### src/hdl/uff_pkg.sv
// Shared types, constants and ring helpers for the UART buffering block
`default_nettype none

package uff_pkg;

  // Ring geometry
  localparam int RING_DEPTH = 128;
  localparam int PTR_W      = $clog2(RING_DEPTH);

  // Field widths
  localparam int REQ_W  = 3;
  localparam int BYTE_W = 8;
  localparam int CNT_W  = 7;
  localparam int STAT_W = 2;

  // Flow control characters
  localparam logic [BYTE_W-1:0] CHAR_XOFF = 8'd19;
  localparam logic [BYTE_W-1:0] CHAR_XON  = 8'd17;

  // Flow flag bit positions
  localparam int FLB_SEND_XOFF = 0;
  localparam int FLB_SEND_XON  = 1;
  localparam int FLB_SENT_XOFF = 2;
  localparam int FLB_SENT_XON  = 3;
  localparam int FLAG_W        = 4;

  // Request kinds
  typedef enum logic [REQ_W-1:0] {
    REQ_RX_BYTE  = 3'd0,
    REQ_RX_POP   = 3'd1,
    REQ_TX_WRITE = 3'd2,
    REQ_TX_SLOT  = 3'd3,
    REQ_XON      = 3'd4,
    REQ_XOFF     = 3'd5
  } req_t;

  // Result status codes
  localparam logic [STAT_W-1:0] STAT_OK    = 2'd0;
  localparam logic [STAT_W-1:0] STAT_FULL  = 2'd1;
  localparam logic [STAT_W-1:0] STAT_EMPTY = 2'd2;

  // Register map
  localparam int                ADDR_W         = 3;
  localparam logic [ADDR_W-1:0] ADDR_FLOW_CTRL = 3'd0;

  // Result item, read_byte in the lowest bits
  typedef struct packed {
    logic [STAT_W-1:0] status;
    logic [CNT_W-1:0]  tx_space;
    logic [CNT_W-1:0]  rx_count;
    logic [BYTE_W-1:0] line_byte;
    logic              line_valid;
    logic [BYTE_W-1:0] read_byte;
  } res_t;

  localparam int RES_W   = $bits(res_t);
  localparam int TDATA_W = ((RES_W + 7) / 8) * 8;

  // Advance a ring pointer with wrap
  function automatic logic [PTR_W-1:0] ring_next(input logic [PTR_W-1:0] p);
    if (p == PTR_W'(RING_DEPTH - 1)) begin
      return '0;
    end else begin
      return p + 1'b1;
    end
  endfunction

  // Entries held between tail and head
  function automatic logic [PTR_W-1:0] ring_used(input logic [PTR_W-1:0] h,
                                                 input logic [PTR_W-1:0] t);
    if (h >= t) begin
      return h - t;
    end else begin
      return h + PTR_W'(RING_DEPTH) - t;
    end
  endfunction

endpackage

`default_nettype wire

### src/hdl/uart_fifo_xon_xoff.sv
// Top level: receive and transmit rings with XON/XOFF flow control
// Results are registered: pushes, flow requests and flow characters load the
// output register (or the pending slot) on the input transfer; a pop or a
// transmit slot that reads a ring memory goes through its synchronous read and
// the READ state first. Throughput: one item per cycle while the output is free
// and no ring read is under way; a pending slot lets the next item enter while a result waits.
// Reset (rst, synchronous): pointers, flow flags and flow enable clear.
`default_nettype none

module uart_fifo_xon_xoff (
  input  logic                          clk,
  input  logic                          rst,
  // Input stream
  input  logic                          s_tvalid,
  output logic                          s_tready,
  input  logic [7:0]                    s_tdata,   // [7:0] data_byte
  input  logic [2:0]                    s_tuser,   // [2:0] req_type
  // Result stream
  output logic                          m_tvalid,
  input  logic                          m_tready,
  output logic [uff_pkg::TDATA_W-1:0]   m_tdata,   // [7:0] read_byte, [8] line_valid,
                                                   // [16:9] line_byte, [23:17] rx_count,
                                                   // [30:24] tx_space, [32:31] status
  // Configuration
  input  logic                          psel,
  input  logic                          penable,
  input  logic                          pwrite,
  input  logic [uff_pkg::ADDR_W-1:0]    paddr,
  input  logic [31:0]                   pwdata,
  output logic [31:0]                   prdata,
  output logic                          pready
);

  typedef enum logic [1:0] {ST_IDLE, ST_READ, ST_HOLD} state_t;

  state_t                          state;
  logic [uff_pkg::PTR_W-1:0]       rx_head, rx_tail, tx_head, tx_tail;
  logic [uff_pkg::PTR_W-1:0]       rx_head_next, rx_tail_next, tx_head_next, tx_tail_next;
  logic [uff_pkg::FLAG_W-1:0]      flags, flags_next;
  logic                            fc_en;
  uff_pkg::res_t                   res, res_c, res_fill, out_res;
  logic                            rd_tx, rd_tx_c, need_read;
  logic                            rx_we, rx_re, tx_we, tx_re;
  logic [uff_pkg::BYTE_W-1:0]      rx_rd, tx_rd;
  logic [uff_pkg::BYTE_W-1:0]      rx_mem [uff_pkg::RING_DEPTH];
  logic [uff_pkg::BYTE_W-1:0]      tx_mem [uff_pkg::RING_DEPTH];
  logic [uff_pkg::PTR_W-1:0]       rx_used, tx_used, rx_used_n, tx_used_n;
  logic                            accept, out_free, out_load, cfg_wr;
  uff_pkg::req_t                   req;

  assign s_tready = (state == ST_IDLE) && !rst;
  assign accept   = s_tvalid && s_tready;
  assign out_free = !m_tvalid || m_tready;
  assign req      = uff_pkg::req_t'(s_tuser);
  assign rx_used  = uff_pkg::ring_used(rx_head, rx_tail);
  assign tx_used  = uff_pkg::ring_used(tx_head, tx_tail);

  // Load the output register when a result is ready and the slot is free
  assign out_load = out_free && (((state == ST_IDLE) && accept && !need_read) ||
                                 (state == ST_READ) || (state == ST_HOLD));

  // Decode one request into pointer, flag and result updates
  always_comb begin
    rx_head_next = rx_head;
    rx_tail_next = rx_tail;
    tx_head_next = tx_head;
    tx_tail_next = tx_tail;
    flags_next   = flags;
    res_c        = '0;
    need_read    = 1'b0;
    rd_tx_c      = 1'b0;
    rx_we        = 1'b0;
    tx_we        = 1'b0;
    unique case (req)
      uff_pkg::REQ_RX_BYTE: begin
        if (rx_used != uff_pkg::PTR_W'(uff_pkg::RING_DEPTH - 1)) begin
          rx_we        = accept;
          rx_head_next = uff_pkg::ring_next(rx_head);
        end else begin
          res_c.status = uff_pkg::STAT_FULL;
        end
      end
      uff_pkg::REQ_RX_POP: begin
        if (rx_used != '0) begin
          need_read    = 1'b1;
          rx_tail_next = uff_pkg::ring_next(rx_tail);
        end else begin
          res_c.status = uff_pkg::STAT_EMPTY;
        end
      end
      uff_pkg::REQ_TX_WRITE: begin
        if (tx_used != uff_pkg::PTR_W'(uff_pkg::RING_DEPTH - 1)) begin
          tx_we        = accept;
          tx_head_next = uff_pkg::ring_next(tx_head);
        end else begin
          res_c.status = uff_pkg::STAT_FULL;
        end
      end
      uff_pkg::REQ_TX_SLOT: begin
        if (fc_en && flags[uff_pkg::FLB_SEND_XOFF]) begin
          res_c.line_valid                    = 1'b1;
          res_c.line_byte                     = uff_pkg::CHAR_XOFF;
          flags_next[uff_pkg::FLB_SEND_XOFF]  = 1'b0;
          flags_next[uff_pkg::FLB_SENT_XOFF]  = 1'b1;
        end else if (fc_en && flags[uff_pkg::FLB_SEND_XON]) begin
          res_c.line_valid                    = 1'b1;
          res_c.line_byte                     = uff_pkg::CHAR_XON;
          flags_next[uff_pkg::FLB_SEND_XON]   = 1'b0;
          flags_next[uff_pkg::FLB_SENT_XON]   = 1'b1;
        end else if (tx_used != '0) begin
          res_c.line_valid = 1'b1;
          need_read        = 1'b1;
          rd_tx_c          = 1'b1;
          tx_tail_next     = uff_pkg::ring_next(tx_tail);
        end
      end
      uff_pkg::REQ_XON: begin
        if (flags[uff_pkg::FLB_SENT_XOFF]) begin
          flags_next                        = '0;
          flags_next[uff_pkg::FLB_SEND_XON] = 1'b1;
        end
      end
      uff_pkg::REQ_XOFF: begin
        flags_next                         = '0;
        flags_next[uff_pkg::FLB_SEND_XOFF] = 1'b1;
      end
      default: begin
      end
    endcase
    rx_used_n      = uff_pkg::ring_used(rx_head_next, rx_tail_next);
    tx_used_n      = uff_pkg::ring_used(tx_head_next, tx_tail_next);
    res_c.rx_count = uff_pkg::CNT_W'(rx_used_n);
    res_c.tx_space = uff_pkg::CNT_W'(uff_pkg::PTR_W'(uff_pkg::RING_DEPTH - 1) - tx_used_n);
  end

  assign rx_re = accept && need_read && !rd_tx_c;
  assign tx_re = accept && need_read && rd_tx_c;

  // Merge the ring read data into the held result
  always_comb begin
    res_fill = res;
    if (rd_tx) begin
      res_fill.line_byte = tx_rd;
    end else begin
      res_fill.read_byte = rx_rd;
    end
  end

  // Receive ring memory
  always_ff @(posedge clk) begin
    if (rx_we) begin
      rx_mem[rx_head] <= s_tdata;
    end
    if (rx_re) begin
      rx_rd <= rx_mem[rx_tail];
    end
  end

  // Transmit ring memory
  always_ff @(posedge clk) begin
    if (tx_we) begin
      tx_mem[tx_head] <= s_tdata;
    end
    if (tx_re) begin
      tx_rd <= tx_mem[tx_tail];
    end
  end

  // Sequence items, hold pointers, flags and the output register
  always_ff @(posedge clk) begin
    if (rst) begin
      state    <= ST_IDLE;
      m_tvalid <= 1'b0;
      rx_head  <= '0;
      rx_tail  <= '0;
      tx_head  <= '0;
      tx_tail  <= '0;
      flags    <= '0;
    end else begin
      if (out_load) begin
        m_tvalid <= 1'b1;
      end else if (m_tready) begin
        m_tvalid <= 1'b0;
      end
      if (accept) begin
        rx_head <= rx_head_next;
        rx_tail <= rx_tail_next;
        tx_head <= tx_head_next;
        tx_tail <= tx_tail_next;
        flags   <= flags_next;
      end
      unique case (state)
        ST_IDLE: begin
          if (accept) begin
            if (need_read) begin
              res   <= res_c;
              rd_tx <= rd_tx_c;
              state <= ST_READ;
            end else if (out_free) begin
              out_res <= res_c;
            end else begin
              res   <= res_c;
              state <= ST_HOLD;
            end
          end
        end
        ST_READ: begin
          if (out_free) begin
            out_res <= res_fill;
            state   <= ST_IDLE;
          end else begin
            res   <= res_fill;
            state <= ST_HOLD;
          end
        end
        ST_HOLD: begin
          if (out_free) begin
            out_res <= res;
            state   <= ST_IDLE;
          end
        end
        default: begin
          state <= ST_IDLE;
        end
      endcase
    end
  end

  assign m_tdata = uff_pkg::TDATA_W'(out_res);

  // Configuration register
  assign pready = 1'b1;
  assign cfg_wr = psel && penable && pwrite && pready;

  always_ff @(posedge clk) begin
    if (rst) begin
      fc_en <= 1'b0;
    end else if (cfg_wr && (paddr == uff_pkg::ADDR_FLOW_CTRL)) begin
      fc_en <= pwdata[0];
    end
  end

  always_comb begin
    prdata = '0;
    if (paddr == uff_pkg::ADDR_FLOW_CTRL) begin
      prdata[0] = fc_en;
    end
  end

endmodule

`default_nettype wire

### config.mk
export PLATFORM = sky130hd
export DESIGN_NAME = uart_fifo_xon_xoff
export DESIGN_NICKNAME = d
export VERILOG_FILES = /design/src/hdl/uff_pkg.sv /design/src/hdl/uart_fifo_xon_xoff.sv
export SDC_FILE = /design/constraint.sdc
export NUM_CORES = 2
export LEC_CHECK = 0
export BUFFER_PORTS_ARGS = -buffer_cell sky130_fd_sc_hd__buf_2
export CORE_MARGIN = 5
export CORE_UTILIZATION = 55
export CTS_BUF_LIST = sky130_fd_sc_hd__clkbuf_16
export CTS_CLUSTER_SIZE = 14
export DETAILED_ROUTE_END_ITERATION = 8
export GPL_TIMING_DRIVEN = 0
export PLACE_DENSITY = 0.71
export SETUP_SLACK_MARGIN = 0.05
export SYNTH_ARGS = -nofsm -noshare
export SYNTH_HDL_FRONTEND = slang
export SYNTH_SLANG_ARGS = --single-unit
### constraint.sdc
create_clock -name clk -period 13.9 [get_ports clk]
set_clock_uncertainty 0.05 [all_clocks]
set_input_delay 1.39 -clock clk [delete_from_list [all_inputs] [get_ports clk]]
set_output_delay 1.39 -clock clk [all_outputs]
set_load 0.02 [all_outputs]
* Yosys cells after proc, flatten, opt, wreduce, memory -nomap -nowiden *
Memory sizes are Yosys's and may differ from the RTL's. A register that Yosys moved wholly into a read port is not among the register bits.
Cells that the tools add are included.

cells by class
  reductions and logical operators = 37
  $add $sub $neg = 9
  bitwise logic cells = 2
  muxes and demuxes = 64
  equality and inequality tests = 25

operator list
  cell                 count
  $mux 33              8
  $pmux 33 s3          1
  $mux 7               14
  $pmux 33 s2          1
  $add 7x1->7 const B  4
  $eq 7x7->1 const B   4
  $sub 7x7->7          4
  $mux 1               23
  $ne 2x2->1 const B   11
  $mux 17              1
  $mux 8               2
  $reduce_and 5->1     3
  $mux 2               7
  $ne 7x7->1 const B   2
  $reduce_bool 7->1    2
  $logic_and 1x1->1    13
  $mux 6               2
  $pmux 2 s3           2
  $pmux 3 s3           1
  $reduce_and 4->1     2
  $reduce_and 7->1     1
  $sub 7x7->7 const A  1
  $eq 3x2->1 const B   2
  $eq 3x3->1 const B   2
  other kinds (14)     24

storage, ports and cells
  memories = 2
  register bits = 102
  bits in writable memories = 2048
  output and inout port bits = 75

memories
  name    words  bits a word  rd ports  clocked after memory_dff  wr ports  RTL line                  RTL
  rx_mem  128    8            1         1                         1         uart_fifo_xon_xoff.sv:45  logic [uff_pkg::BYTE_W-1:0] rx_mem [uff_pkg::RING_DEPTH];
  tx_mem  128    8            1         1                         1         uart_fifo_xon_xoff.sv:46  logic [uff_pkg::BYTE_W-1:0] tx_mem [uff_pkg::RING_DEPTH];

* Depth between registers and ports, before layout *
  word-level depth = 12
  mapped depth = 23
  gate-level depth less buffers = 21

* Worst setup path before layout *
OpenSTA, ideal clock, no wires.

  path type = reg-to-reg
  start point = reg rx_tail[1] (netlist bit)
  end point = reg out_res (netlist bit m_tdata[0]), enable pin
  required time = 13386 ps
  period minus slack after synthesis = 5775 ps
  arrival time = 5261 ps
  path buffers = 2
  stages on the path, launching flop included = 13
  path slack = 8125 ps
  library setup time = 464 ps
  cells stage by stage = dfxtp_1 > clkbuf_1 > clkbuf_1 > inv_1 > ha_1 > nand2b_1 > a21o_1 > a211oi_1 > nor4b_2 > a21oi_1 > nor2_1 > a31oi_1 > nor3_1

on the way
  longest elaborated chain between the ends = 6

ends and longest elaborated chain
  element                     RTL line                      RTL
  start, declared             uart_fifo_xon_xoff.sv:37      logic [uff_pkg::PTR_W-1:0] rx_head, rx_tail, tx_head, tx_tail;
  start signal, assigned      uart_fifo_xon_xoff.sv:187     rx_tail <= rx_tail_next;
  $sub 7x7->7                 uff_pkg.sv:72, uff_pkg.sv:74
  $reduce_bool 7->1           uart_fifo_xon_xoff.sv:84      if (rx_used != '0) begin
  $mux 1                      uart_fifo_xon_xoff.sv:84
  $pmux 1 s2                  uart_fifo_xon_xoff.sv:74      unique case (req)
  $ne 2x2->1 (no line)        n/a
  $reduce_and 7->1 (no line)  n/a
  end signal, assigned        uart_fifo_xon_xoff.sv:200     out_res <= res_c;
  end signal, assigned        uart_fifo_xon_xoff.sv:209     out_res <= res_fill;
  end signal, assigned        uart_fifo_xon_xoff.sv:218     out_res <= res;
  end, declared               uart_fifo_xon_xoff.sv:41      uff_pkg::res_t res, res_c, res_fill, out_res;

No other way between the ends.
A chain may end at the register's enable or synchronous reset.

* Worst setup path after layout *
  start point = reg rx_tail[1] (netlist bit)
  end point = reg out_res (netlist bit m_tdata[23]) (data pin)

on the way
  longest elaborated chain between the ends = 9

ends and longest elaborated chain
  element                                      RTL line                                     RTL
  $sub 7x7->7 or $eq 7x7->1 (tied branches)    uff_pkg.sv:72, uff_pkg.sv:74, uff_pkg.sv:61
  $reduce_bool 7->1 or $mux 7 (tied branches)  uart_fifo_xon_xoff.sv:84, uff_pkg.sv:61
  $mux 7 (*)                                   uart_fifo_xon_xoff.sv:84
  $mux 7 (*)                                   uart_fifo_xon_xoff.sv:74
  via rx_tail_next, one bit                    uart_fifo_xon_xoff.sv:38                     logic [uff_pkg::PTR_W-1:0] rx_head_next, rx_tail_next, tx_head_next, tx_tail_next;
  $sub 7x7->7 (*)                              uff_pkg.sv:72, uff_pkg.sv:74
  $mux 33 (*)                                  uart_fifo_xon_xoff.sv:199                    end else if (out_free) begin
  $mux 33 (*)                                  uart_fifo_xon_xoff.sv:195                    if (need_read) begin
  $mux 33 (*)                                  uart_fifo_xon_xoff.sv:194                    if (accept) begin
  $pmux 33 s3 (*)                              uart_fifo_xon_xoff.sv:192                    unique case (state)

The timed path passes the listed nets; every way through them passes the cells marked *. The select of a mux whose other input is x is not followed.

==> summary.md <==
| Metric | Value |
|---|---|
| Run status | completed |
| CP cell instances | clkbuf_1 -> clkbuf_1 -> inv_1 -> ha_1 -> nand2b_1 -> a2111oi_0 -> a211oi_1 -> nor4b_2 -> a21oi_1 -> nand2_1 -> nand2_1 -> ha_1 -> fa_1 -> nor2b_1 -> nor3_1 -> o21bai_1 -> a21oi_1 -> xor2_1 -> xnor2_1 -> xnor2_1 -> o21ai_0 |
| Synthesis Warnings | 0 |
| Filler cells | 11000 |
| Cells after synthesis | 4897 |
| Worst path required time | 14.39 ns |
| Final-report setup violation count | 0 |
| Num rows | 146 |
| Worst-path fanout max | 10 |
| Post-synth top cells | edfxtp_1 (2131), mux2i_1 (528), nor2_1 (400) |
| Initial antenna violation count | 10 |
| Top-count cell post-synth | edfxtp_1 |
| Vias in the first global route | 46520 |
| Initial Utilization | 0.5513 |
| Syn_area_per_cell | 17.79 µm² |
| Maximum vdd drop | 0.09980 mV |
| Worst skew pair latency | 0.85 ns |
| Largest net degree at the start of global routing | 145 |
| Main synth FF type | edfxtp_1 |
| Max frequency | 0.1275 GHz |
| Worst slew margin | 0.02012 |
| Clock transition at the registers of the reported paths | 0.06 ns |
| Total track usage | 0.2646 |
| Mapped Area | 87110 µm² |
| Setup repair bufs after CTS | 0 |
| CTS tree | yes |
| Post-layout utilization of the core | 0.6143 |
| Final Hold Fails | 0 |
| WP data arrival | 8.34 ns |
| Final HPWL DP | 147.0 mm |
| Startpoint types | register |
| Die height | 408.0 µm |
| Syn-to-layout area delta | 11.43% |
| Port Buf Inserts | 56 |
| Tmin final | 7.841 ns |
| Synth cell types | 75 |
| DRT iter0 DRCs | 6993 |
| Total Nets Final | 5301 |
| Core Area | 158000 µm² |
| TritonCTS Buffers | 204 |
| Flops & latches, synth | 2166 |
| Setup TNS | 0 ns |
| CTS Hold Bufs | 0 |
| Final wirelength | 224.0 mm |
| Root Buffer Master | clkbuf_16 |
| WHS | 0.4763 ns |
| Clock sink count | 2166 |
| Vias | 48740 |
| Placer Congestion | 0.9437 |
| GRT Residual Overflow | 0 |
| Critical Path Max Stage Delay | 1.12 ns |
| Layout cell share with drive strength beyond 1 | 0.1452 |
| H-Tree Level Count | 4 |
| Wire per inst | 30.02 µm |
| Synth area leaders | edfxtp_1 (73%), mux4_2 (6.6%), mux2i_1 (6.1%), o221ai_1 (3.0%), nor2_1 (1.7%) |
| Longest Clk Path Bufs | 3 |
| Worst Max-Slew Pin Slew | 1.470 ns |
| Leak Pwr | 29.05 nW |
| CP Capture Type | register |
| Die area | 166500 µm² |
| Post-cts resize count | 0 |
| Vias per inst | 6.532 |
| Slowest CP cell | clkbuf_1 |
| First-pass GRT wire length | 321.2 mm |
| Number of enable flip-flop cells after synthesis | 2131 |
| Post-synthesis async set-or-reset flop share | 0 |
| Post-synth top area share | 0.7346 |
| Yosys top cell by area | edfxtp_1 |
| First-pass DRT Iterations | 6 |
| Total of max-cap violations | 0 |
| Multi-input gate area | 20850 µm² |
| RSZ-0062 raised after global routing | false |
| Register area | 64690 µm² |
| # IOs | 128 |
| Pwr Total | 12.85 mW |
| Sequential cell area fraction in the yosys report | 0.7426 |
| Power per cell area | 132.3 nW/µm² |
| Critical path type | register to register |
| Hold WC Path Type | register to register |
| Remaining DRCs | 0 |
| Fin. max-slew vios | 0 |
| Width of the die | 408.0 µm |
| Fin crit share | 0.5641 |
| Antenna-violating nets left | 0 |
## report_power, final
part	switching [mW]	internal [mW]	total (mW)
sequential	0.00688	7.18	7.19
combinational	0.209	0.0613	0.270
clock	2.37	3.02	5.39
## routing by layer
metal | global-route usage | share of wire | vias to the layer above | wire [µm]
met5 | 0 | 0.00020 | - | 44
met3 | 0.06762 | 0.12 | 405 | 27410
li1 | - | - | 20520 | -
met4 | 0.06790 | 0.026 | 6 | 5739
met2 | 0.3862 | 0.44 | 2950 | 98660
met1 | 0.4034 | 0.41 | 24860 | 92150
## stage by stage
step | std cells | worst slack, ns | cell area [µm²]
after floorplan | 4934 | 8.125 | 87250
after global placement | 7062 | 4.096 | 90130
after detailed placement | 7078 | 6.169 | 90590
after CTS | 7458 | 6.151 | 97060
after global routing | 7460 | 5.690 | 97070
final | 7462 | 6.059 | 97070
## logic make-up after synthesis
group | count (synthesis) | share of synthesized area
AOI/OAI and AO/OA | 649 | 0.05645
xor gates and xnor gates | 40 | 0.004021
adders and majority gates | 36 | 0.005515
buffers and inverters | 374 | 0.01982
DFF | 2166 | 0.7426
muxes | 787 | 0.1272
other | 2 | 0.00008621
and+or+nand+nor | 843 | 0.04427
## area by class of cell
type | instances | share of cell area
Clock buffer | 206 | 0.05310
Timing Repair Buffer | 72 | 0.007489
Buffer | 345 | 0.01667
Multi-Input combinational cell | 2394 | 0.2148
Tap cell | 2072 | 0.02671
Inverter | 29 | 0.001121
Antenna cell | 4 | 0.0001031
Clock inverter | 174 | 0.01360
Sequential cell | 2166 | 0.6664
## state kept, by name, indices dropped and copies added (netlist names)
signal    flops
fc_en         1
flags         3
m_tdata      33
m_tvalid      1
rd_tx         1
res          33
rx_head       7
rx_mem     1024
rx_rd         8
rx_tail       7
state         2
tx_head       7
tx_mem     1024
tx_rd         8
tx_tail       7
## critical path: cells and delay by family (launching register included)
| family | cells | cell delay [ns] |
|---|---|---|
| flip-flops | 1 | 0.77 |
| buffers and inverters | 3 | 2.24 |
| XOR/XNOR | 3 | 0.53 |
| AO/OA/AOI/OAI | 6 | 1.81 |
| adder cells (fa/ha/maj) | 3 | 1.03 |
| AND/OR/NAND/NOR | 6 | 1.13 |
## cells in the final DEF (no fill, tap or decap), drive strengths merged, types with 25 or more instances in the layout
cell type | Yosys | layout
inv | 28 | 99
o22ai | 41 | 41
nand3 | 181 | 181
and2 | 25 | 25
o221ai | 296 | 296
mux2i | 528 | 528
conb | 2 | 39
a32oi | 25 | 25
a21oi | 52 | 52
dfxtp | 35 | 35
nand2 | 124 | 124
buf | 171 | 243
edfxtp | 2131 | 2131
clkinv | 1 | 83
o21ai | 97 | 97
mux4 | 256 | 256
clkbuf | 174 | 380
nor2 | 410 | 410
ha | 32 | 32
or4 | 31 | 31
o211ai | 41 | 41
## worst paths after layout
kind | start | end | slack (ns) | cells past startpoint
max | rx_tail[1] | m_tdata[23] | 6.06 | 21
min | flags[2] | flags[2] | 0.48 | 2
max reg2reg | rx_tail[1] | m_tdata[23] | 6.06 | 21
min reg2reg | flags[2] | flags[2] | 0.48 | 2
(Power assumes the default switching activity.)
